===== src/sv/deq_pkg.sv =====
// ----------------------------------------------------------------------------
// deq_pkg
// Shared types and codes for the double-ended queue core and its cells.
// ----------------------------------------------------------------------------
package deq_pkg;

	localparam int DEPTH_DEF = 16;
	localparam int SIZE_W    = 16;
	localparam int VALUE_W   = 32;
	localparam int WORD_W    = SIZE_W + VALUE_W;

	typedef logic [WORD_W-1:0] word_t;

	typedef enum logic [1:0] {
		OP_ADD_FRONT = 2'd0,
		OP_ADD_BACK  = 2'd1,
		OP_REM_FRONT = 2'd2,
		OP_REM_BACK  = 2'd3
	} op_t;

	typedef enum logic [1:0] {
		ST_DONE  = 2'd0,
		ST_FULL  = 2'd1,
		ST_EMPTY = 2'd2
	} status_t;

	// Per-cycle commands broadcast to every cell of the chain
	typedef struct packed {
		logic push_front;  // take the left neighbor's word
		logic pop_front;   // take the right neighbor's word
		logic push_back;   // the cell at the fill count takes the new word
		logic pick_back;   // the last occupied cell loads its word on the return line
		logic walk;        // advance the return line one cell toward the front
	} ctl_t;

endpackage


===== src/sv/deq_cell.sv =====
// ----------------------------------------------------------------------------
// deq_cell
// One slot of the deque chain: holds one word and one return-line stage.
// ----------------------------------------------------------------------------
module deq_cell import deq_pkg::*; #(
	parameter int INDEX = 0,
	parameter int CNT_W = 5
) (
	input  logic             clk,
	input  ctl_t             ctl,
	input  logic [CNT_W-1:0] cnt,
	input  word_t            new_word,
	input  word_t            left_word,
	input  word_t            right_word,
	input  word_t            right_ret,
	output word_t            word,
	output word_t            ret
);

	word_t data_q;
	word_t ret_q;
	logic  at_count;
	logic  at_last;

	assign at_count = (cnt == CNT_W'(INDEX));
	assign at_last  = (cnt == CNT_W'(INDEX + 1));

	// Front add shifts back, front removal shifts forward, back add loads at the count
	always_ff @(posedge clk) begin
		if (ctl.push_front) begin
			data_q <= left_word;
		end else if (ctl.pop_front) begin
			data_q <= right_word;
		end else if (ctl.push_back && at_count) begin
			data_q <= new_word;
		end
	end

	// Return line: carry the back word toward cell zero
	always_ff @(posedge clk) begin
		if (ctl.pick_back) begin
			ret_q <= at_last ? data_q : right_ret;
		end else if (ctl.walk) begin
			ret_q <= right_ret;
		end
	end

	assign word = data_q;
	assign ret  = ret_q;

endmodule


===== src/sv/double_ended_queue_core.sv =====
// ----------------------------------------------------------------------------
// double_ended_queue_core
// Bounded double-ended queue built as a chain of storage cells.
// ----------------------------------------------------------------------------
// Usage:
//   Present opcode, entry_size and entry_value with start high; the word is
//   taken at a rising edge where start is high and busy is low. Each word
//   gives exactly one result, shown on status, removed_size and removed_value
//   for one cycle while done is high. The receiver cannot stall; results are
//   never held.
// Structure:
//   DEPTH cells form a row with the front entry always in cell zero. A front
//   add shifts every cell one place back, a front removal shifts one place
//   forward, a back add writes the cell at the fill count. A back removal
//   loads the last occupied word onto a return line that moves one cell per
//   cycle toward cell zero.
// Timing:
//   Adds and front removals: done in the cycle after acceptance, busy stays
//   low, so one word per cycle. Back removal: busy while the return line
//   walks the back word to cell zero, and done rises as busy falls. Refused
//   adds and empty removals are also done in the cycle after acceptance.
// Reset:
//   arst_n clears the fill count, the walk state and done. Cell contents are
//   not reset; only occupied cells are ever read.
// ----------------------------------------------------------------------------
module double_ended_queue_core import deq_pkg::*; #(
	parameter int DEPTH = DEPTH_DEF
) (
	input  logic               clk,
	input  logic               arst_n,
	input  logic               start,
	output logic               busy,
	input  logic [1:0]         opcode,
	input  logic [SIZE_W-1:0]  entry_size,
	input  logic [VALUE_W-1:0] entry_value,
	output logic               done,
	output logic [1:0]         status,
	output logic [SIZE_W-1:0]  removed_size,
	output logic [VALUE_W-1:0] removed_value
);

	localparam int CNT_W = $clog2(DEPTH + 1);

	typedef enum logic {
		S_IDLE,
		S_WALK
	} state_t;

	state_t             state_q;
	logic [CNT_W-1:0]   cnt_q;
	logic [CNT_W-1:0]   rem_q;
	logic               done_q;
	status_t            status_q;
	word_t              removed_q;

	logic  accept;
	logic  full;
	logic  empty;
	op_t   op;
	word_t new_word;
	ctl_t  ctl;

	word_t cell_data [DEPTH];
	word_t cell_ret  [DEPTH];

	assign accept   = start && (state_q == S_IDLE);
	assign op       = op_t'(opcode);
	assign full     = (cnt_q == CNT_W'(DEPTH));
	assign empty    = (cnt_q == '0);
	assign new_word = {entry_size, entry_value};

	// Broadcast commands; refused adds and empty removals touch no cell
	always_comb begin
		ctl            = '0;
		ctl.push_front = accept && (op == OP_ADD_FRONT) && !full;
		ctl.push_back  = accept && (op == OP_ADD_BACK) && !full;
		ctl.pop_front  = accept && (op == OP_REM_FRONT) && !empty;
		ctl.pick_back  = accept && (op == OP_REM_BACK) && !empty;
		ctl.walk       = (state_q == S_WALK);
	end

	// Row of cells; ends see the new word in front and zero behind
	for (genvar i = 0; i < DEPTH; i++) begin : g_cell
		word_t left_w;
		word_t right_w;
		word_t right_r;

		if (i == 0) begin : g_first
			assign left_w = new_word;
		end else begin : g_mid_l
			assign left_w = cell_data[i-1];
		end

		if (i == DEPTH - 1) begin : g_last
			assign right_w = '0;
			assign right_r = '0;
		end else begin : g_mid_r
			assign right_w = cell_data[i+1];
			assign right_r = cell_ret[i+1];
		end

		deq_cell #(
			.INDEX (i),
			.CNT_W (CNT_W)
		) u_cell (
			.clk        (clk),
			.ctl        (ctl),
			.cnt        (cnt_q),
			.new_word   (new_word),
			.left_word  (left_w),
			.right_word (right_w),
			.right_ret  (right_r),
			.word       (cell_data[i]),
			.ret        (cell_ret[i])
		);
	end

	// Control and registered result
	always_ff @(posedge clk or negedge arst_n) begin
		if (!arst_n) begin
			state_q   <= S_IDLE;
			cnt_q     <= '0;
			rem_q     <= '0;
			done_q    <= 1'b0;
			status_q  <= ST_DONE;
			removed_q <= '0;
		end else begin
			done_q <= 1'b0;
			unique case (state_q)
				S_IDLE: begin
					if (accept) begin
						unique case (op)
							OP_ADD_FRONT, OP_ADD_BACK: begin
								done_q    <= 1'b1;
								removed_q <= '0;
								if (full) begin
									status_q <= ST_FULL;
								end else begin
									status_q <= ST_DONE;
									cnt_q    <= cnt_q + 1'b1;
								end
							end
							OP_REM_FRONT: begin
								done_q <= 1'b1;
								if (empty) begin
									status_q  <= ST_EMPTY;
									removed_q <= '0;
								end else begin
									status_q  <= ST_DONE;
									removed_q <= cell_data[0];
									cnt_q     <= cnt_q - 1'b1;
								end
							end
							OP_REM_BACK: begin
								if (empty) begin
									done_q    <= 1'b1;
									status_q  <= ST_EMPTY;
									removed_q <= '0;
								end else begin
									// hold off new words while the back word walks forward
									state_q <= S_WALK;
									rem_q   <= cnt_q - 1'b1;
									cnt_q   <= cnt_q - 1'b1;
								end
							end
						endcase
					end
				end
				S_WALK: begin
					if (rem_q == '0) begin
						done_q    <= 1'b1;
						status_q  <= ST_DONE;
						removed_q <= cell_ret[0];
						state_q   <= S_IDLE;
					end else begin
						rem_q <= rem_q - 1'b1;
					end
				end
			endcase
		end
	end

	assign busy          = (state_q == S_WALK);
	assign done          = done_q;
	assign status        = status_q;
	assign removed_size  = removed_q[WORD_W-1:VALUE_W];
	assign removed_value = removed_q[VALUE_W-1:0];

endmodule

===== config.mk =====
export PLATFORM = sky130hd
export DESIGN_NAME = double_ended_queue_core
export DESIGN_NICKNAME = d
export VERILOG_FILES = /design/src/sv/deq_pkg.sv /design/src/sv/deq_cell.sv /design/src/sv/double_ended_queue_core.sv
export SDC_FILE = /design/constraint.sdc
export NUM_CORES = 2
export LEC_CHECK = 0
export ABC_CLOCK_PERIOD_IN_PS = 11800
export BUFFER_PORTS_ARGS = -buffer_cell sky130_fd_sc_hd__buf_2
export CAP_MARGIN = 15
export CORE_ASPECT_RATIO = 1.5
export CORE_MARGIN = 3
export CORE_UTILIZATION = 52
export CTS_CLUSTER_SIZE = 16
export DETAILED_ROUTE_END_ITERATION = 7
export HOLD_SLACK_MARGIN = 0.05
export PLACE_DENSITY = 0.66
export SLEW_MARGIN = 20
export SYNTH_ARGS = -nofsm -noshare
export SYNTH_HDL_FRONTEND = slang
export SYNTH_HIERARCHICAL = 1
export SYNTH_SLANG_ARGS = --single-unit

===== constraint.sdc =====
create_clock -name clk -period 11.8 [get_ports clk]
set_clock_uncertainty 0.1 [all_clocks]
set_input_delay 0.59 -clock clk [delete_from_list [all_inputs] [get_ports clk]]
set_output_delay 0.59 -clock clk [all_outputs]
set_load 0.02 [all_outputs]

Word-level counts from Yosys, hierarchy flattened
Index checks and enable logic that the tools add are counted.
{ "op_classes": {"n_addsub": 3, "eq_ne": 27, "mux": 126, "n_bitwise": 1, "reduce_logical": 53} }
{ "op_table": {"columns": ["cell", "n"], "rows": [
  ["2-to-1 mux 48 bit", 100],
  ["one-hot mux 48 bit (3 select lines)", 1],
  ["one-hot mux 48 bit (2 select lines)", 1],
  ["nonzero test 3 bit", 16],
  ["equality test 5 x 4 -> 1 bit (second input constant)", 8],
  ["logical AND 1 bit", 25],
  ["2-to-1 mux 5 bit", 5],
  ["equality test 5 x 3 -> 1 bit (second input constant)", 4],
  ["one-hot mux 5 bit (2 select lines)", 2],
  ["equality test 5 x 2 -> 1 bit (second input constant)", 2],
  ["zero test 5 bit", 2],
  ["inequality test 2 bit (second input constant)", 5],
  ["subtractor 5 x 1 -> 5 bit (second input constant)", 2],
  ["2-to-1 mux 1 bit", 8],
  ["2-to-1 mux 2 bit", 4],
  ["AND reduction 4 bit", 2],
  ["one-hot mux 1 bit (2 select lines)", 3],
  ["one-hot mux 2 bit (3 select lines)", 1],
  ["adder 5 x 1 -> 5 bit (second input constant)", 1],
  ["equality test 5 x 1 -> 1 bit (second input constant)", 1],
  ["equality test 5 bit (second input constant)", 1],
  ["equality test 2 bit (second input constant)", 2],
  ["inequality test 2 x 1 -> 1 bit (second input constant)", 2],
  ["one-hot mux 2 bit (2 select lines)", 1],
  ["other kinds (9)", 11]
]} }
{ "word_totals": {"register_bits": 1598, "inputBits": 53, "output_inout_bits": 52, "wordCells": 248} }

Logic depth before layout (Yosys ltp)
{ "logic_depth": {"depth_word": 8, "mapped_depth": 11} }

Modules after synthesis
The synthesis kept the hierarchy.
{ "modules_own_cells": {"columns": ["mod", "n_inst", "cells_per_inst", "area_each_um2", "seq_area_each_um2"], "rows": [
  ["deq_cell (g_cell[2].u_cell ...)", 3, 315, 4595.7, 2882.8],
  ["deq_cell (g_cell[10].u_cell ...)", 3, 315, 4585.6, 2882.8],
  ["deq_cell (g_cell[1].u_cell ...)", 3, 317, 4495.6, 2882.8],
  ["deq_cell (g_cell[0].u_cell)", 1, 315, 4590.7, 2882.8],
  ["deq_cell (g_cell[14].u_cell)", 1, 315, 4583.1, 2882.8],
  ["deq_cell (g_cell[7].u_cell)", 1, 315, 4560.6, 2882.8],
  ["deq_cell (g_cell[11].u_cell)", 1, 315, 4559.4, 2882.8],
  ["deq_cell (g_cell[3].u_cell)", 1, 316, 4559.4, 2882.8],
  ["deq_cell (g_cell[15].u_cell)", 1, 315, 4553.1, 2882.8],
  ["deq_cell (g_cell[13].u_cell)", 1, 317, 4513.1, 2882.8],
  ["double_ended_queue_core", 1, 247, 3343.2, 1551.5]
]} }

Worst setup path before layout
No wires, ideal clock.
{ "synth_timing": {"path_type": "register -> register", "from": "reg cnt_q[0]", "to": "reg g_cell[13].u_cell.data_q[0], enable pin", "arrival_time_ns": 5.871, "path_slack_ns": 5.304, "path_stages_with_launch": 8, "path_cell_list": "dfrtp_1 -> inv_1 -> ha_1 -> or3b_2 -> or2_2 -> and3_1 -> nand2_1 -> o31ai_1"} }
{ "synth_rtl": {"columns": ["element", "line_no", "source"], "rows": [
  ["from (decl)", "double_ended_queue_core.sv:50", "logic [CNT_W-1:0] cnt_q;"],
  ["from (signal assigned)", "double_ended_queue_core.sv:140", "cnt_q <= cnt_q + 1'b1;"],
  ["from (signal assigned)", "double_ended_queue_core.sv:151", "cnt_q <= cnt_q - 1'b1;"],
  ["from (signal assigned)", "double_ended_queue_core.sv:163", "cnt_q <= cnt_q - 1'b1;"],
  ["to (signal assigned)", "deq_cell.sv:31", "data_q <= left_word;"],
  ["to (signal assigned)", "deq_cell.sv:33", "data_q <= right_word;"],
  ["to (signal assigned)", "deq_cell.sv:35", "data_q <= new_word;"],
  ["to (decl)", "deq_cell.sv:20", "word_t data_q;"]
]} }

==> impl_metrics.py <==
metrics = {
    "run_status": {
        "status": "complete, no violations",
    },
    "final_layout": {
        "nNetsFinal": 5402,
        "ff_latch_area_sq_um": 47680,
        "final_util_pct": 57.11,
        "stdcell_count": 7374,
        "area_growth_pct": 8.738,
        "num-fill-cells": 11420,
        "multi_input_area_sq_um": 26740,
        "drive_above_1_share_pct": 21.69,
    },
    "yosys": {
        "synthTopCellsByArea": "edfxtp_1 (60%), mux2i_1 (10%), mux2_2 (6.6%)",
        "synth_top_area_share_pct": 60.46,
        "synth_largest_area_cell": "edfxtp_1",
        "yosys_most_used_dff": "edfxtp_1",
        "syn_inst": 5296,
        "synthesis.area_sq_um": 76290,
        "syn_avg_cell_area_sq_um": 14.41,
        "synth_cell_types": 56,
        "ys_seq_elements": 1598,
        "ys_seq_area_share_pct": 62.49,
        "yosysWarningCount": 6,
        "synth_edf_count": 1536,
        "async_flop_share_pct": 3.880,
    },
    "global_route": {
        "grt_overflow": 0,
        "grt_pass1_vias": 42140,
        "antenna_found_initial": 3,
        "grt_use_total_pct": 20.26,
        "grt_max_degree": 271,
        "grt_pass1_wl_um": 247300,
    },
    "clock_tree": {
        "insertion_delay_ns": 0.76,
        "numCtsBuffers": 151,
        "clockBufferDepth": 3,
        "htreeDepth": 4,
        "cts.sinks": 1598,
        "cts_tree": "yes",
        "clockRootBuffer": "clkbuf_16",
        "cts.clk_slew.worst_paths_ns": 0.06,
    },
    "setup_path": {
        "r2r_cells": 12,
        "crit_family": "buffers and inverters",
        "cp_max_fo": 244,
        "max_stage_delay_ns": 0.89,
        "reg2reg_from": "cnt_q[0]$_DFFE_PN0P_",
        "crit_chain": "buf_4, inv_1, ha_1, or3b_2, or2_2, nand2_1, nor2_4, buf_12, buf_16, buf_12, buf_4, o21ai_0",
        "crit_required_ns": 12.17,
        "path_buf_inv": 6,
        "path_class": "reg -> reg",
        "cp-end-kind": "register",
        "crit_cells": 12,
        "reg2reg_slack_ns": 6.74,
        "cp_data_arrival_time_ns": 5.43,
        "cpMaxStageDelayCell": "buf_4",
        "start_kind": "register",
        "r2r-end": "g_cell[13].u_cell/word[42]$_DFFE_PP_",
    },
    "floorplan": {
        "initial_core_util_pct": 52.52,
        "fp.dieW_um": 318.8,
        "row_count": 171,
        "dieArea_sq_um": 151400,
        "core-area_sq_um": 145300,
        "die_h_um": 475.1,
        "ios": 105,
    },
    "min_path": {
        "worstHoldPathCells": 2,
        "hp-start": "opcode[1]",
        "min_to": "cnt_q[4]$_DFFE_PN0P_",
        "hold_path.class": "in -> reg",
    },
    "placement": {
        "hpwl_um": 93890,
        "numPortBuffers": 104,
        "dp.cells": 7094,
        "place_congestion": 0.7496,
    },
    "drt": {
        "vias": 41590,
        "drtIter0Drc": 3993,
        "via_per_inst": 5.640,
        "wire_per_inst_um": 20.97,
        "drt-total-wl_um": 154600,
        "first_pass_iters": 5,
        "postRouteAntennaNets": 0,
        "drc_errors": 0,
    },
    "sta": {
        "fmax_ghz": 0.1976,
        "rsz0062_at_grt": "no",
        "final-setup-viol-count": 0,
        "slew_viol_final": 0,
        "setup_tns_ns": 0,
        "min_period_ns": 5.061,
        "relSlewSlack_pct": 21.65,
        "tightest_slew_ns": 1.175,
        "period_share_pct": 42.89,
        "final_hold_viol_count": 0,
    },
    "power_and_ir_drop": {
        "peakVddDrop_mv": 0.1701,
        "leakage_nw": 27.03,
        "power_density_nw_per_um2": 214.7,
    },
    "flow_run": {
        "cap_violations": 0,
    },
}
registers in the layout, summed over array words and instances (netlist names):
name	cells
g_cell.u_cell/ret	768
cnt_q	5
rem_q	5
removed_q	48
done	1
g_cell.u_cell/word	768
status	2
busy	1
report_power, final:
group | leakage [nW] | internal (W) | switching, W | total (W)
registers | 15.3 | 0.00863 | 0.000615 | 0.00924
logic | 9.29 | 0.00163 | 0.00203 | 0.00366
clock network | 2.42 | 0.00283 | 0.00208 | 0.00490
total | 27.0 | 0.0131 | 0.00473 | 0.0178
per-layer routing:
metal	up-vias	GRT usage, %	routed length (um)
met4	0	4.631	2453
li1	19930	-	-
met2	1004	30.55	68180
met1	20470	31.33	76410
met3	183	2.712	7576
met5	-	0	0
stage by stage:
stage	power, W	area (sq um)	hold WS, ns	setup WS [ns]
global route	0.01869	82960	0.1276	6.258
CTS	0.01801	82920	0.06802	6.804
floorplan	0.01194	76650	0.1944	5.304
detailed placement	0.01305	77970	0.3998	6.818
finish	0.01781	82960	0.1457	6.739
global placement	0.01290	77970	0.3972	6.958
logic make-up after synthesis:
logic type      after synthesis  share of synthesized area (%)
buf+inv                     387                          3.083
xor+xnor                      8                        0.09184
other cells                   1                       0.004915
flops                      1598                          62.49
mux                        1587                          23.57
fa+ha+maj                     3                        0.04920
compound gates              849                          5.942
simple gates                863                          4.767
Yosys cell counts, types with 3 or more instances:
| cell | count |
|---|---|
| clkbuf_1 | 190 |
| o31ai_1 | 4 |
| buf_12 | 25 |
| edfxtp_1 | 1536 |
| mux2i_1 | 771 |
| a311o_1 | 11 |
| buf_6 | 29 |
| ha_1 | 3 |
| and4bb_1 | 3 |
| mux2_2 | 449 |
| xor2_1 | 3 |
| nand2_1 | 783 |
| buf_2 | 79 |
| nor2_1 | 11 |
| nor3_4 | 4 |
| and4b_1 | 3 |
| nor3_1 | 4 |
| nor4b_2 | 5 |
| a22o_1 | 50 |
| and3_4 | 8 |
| inv_1 | 16 |
| xnor2_1 | 5 |
| mux2_1 | 80 |
| dfrtp_1 | 62 |
| or2_2 | 17 |
| mux2_4 | 287 |
| o21ai_0 | 774 |
| buf_4 | 47 |
area by class of cell:
cell class              instances  share of cell area [%]
flip-flops and latches       1598                   57.47
well taps                    1903                   2.870
multi-input cells            3406                   32.23
repair buffers                173                   1.385
diodes                          3                0.009049
inverters                      16                 0.07239
clock inverters                89                   1.098
clock buffers                 186                   4.867
cell usage in the layout (no fill, tap or decap), types with 3 or more instances in the layout:
master / count
xnor2_1: 5
clkinv_1: 34
inv_1: 16
nand2_1: 783
o21ai_0: 774
nor4b_2: 4
a311o_2: 11
o31ai_4: 4
mux2_4: 287
bufinv_16: 18
and3_4: 8
nor3_1: 3
mux2_2: 449
buf_4: 60
mux2i_1: 771
ha_1: 3
nor2_1: 9
edfxtp_1: 1536
inv_6: 7
buf_12: 7
xor2_1: 3
buf_2: 104
dfrtp_1: 61
and4bb_1: 3
mux2_1: 80
clkbuf_16: 157
a22o_1: 49
conb_1: 96
diode_2: 3
clkinv_2: 25
or2_2: 17
nor3_4: 4
clkbuf_1: 29
and4b_1: 3
worst max-delay path by stage:
| stage | slack (ns) | endpoint | startpoint |
|---|---|---|---|
| final | 6.74 | g_cell[13].u_cell/word[42]$_DFFE_PP_ | cnt_q[0]$_DFFE_PN0P_ |
| after CTS | 6.80 | g_cell[10].u_cell/word[44]$_DFFE_PP_ | cnt_q[0]$_DFFE_PN0P_ |
| after floorplan | 5.30 | g_cell[13].u_cell/word[0]$_DFFE_PP_ | cnt_q[0]$_DFFE_PN0P_ |
| after global placement | 6.96 | g_cell[15].u_cell/word[44]$_DFFE_PP_ | cnt_q[0]$_DFFE_PN0P_ |
| after global routing | 6.26 | g_cell[13].u_cell/word[42]$_DFFE_PP_ | cnt_q[0]$_DFFE_PN0P_ |
| after detailed placement | 6.82 | g_cell[15].u_cell/word[38]$_DFFE_PP_ | cnt_q[0]$_DFFE_PN0P_ |
repair_timing:
item / 4_1_cts / 5_1_grt
hold endpoints to repair: 62 / 0
hold buffers: 1 / 0
resized for setup: 0 / 0
setup buffers: 0 / 0
(Power assumes the default switching activity.)
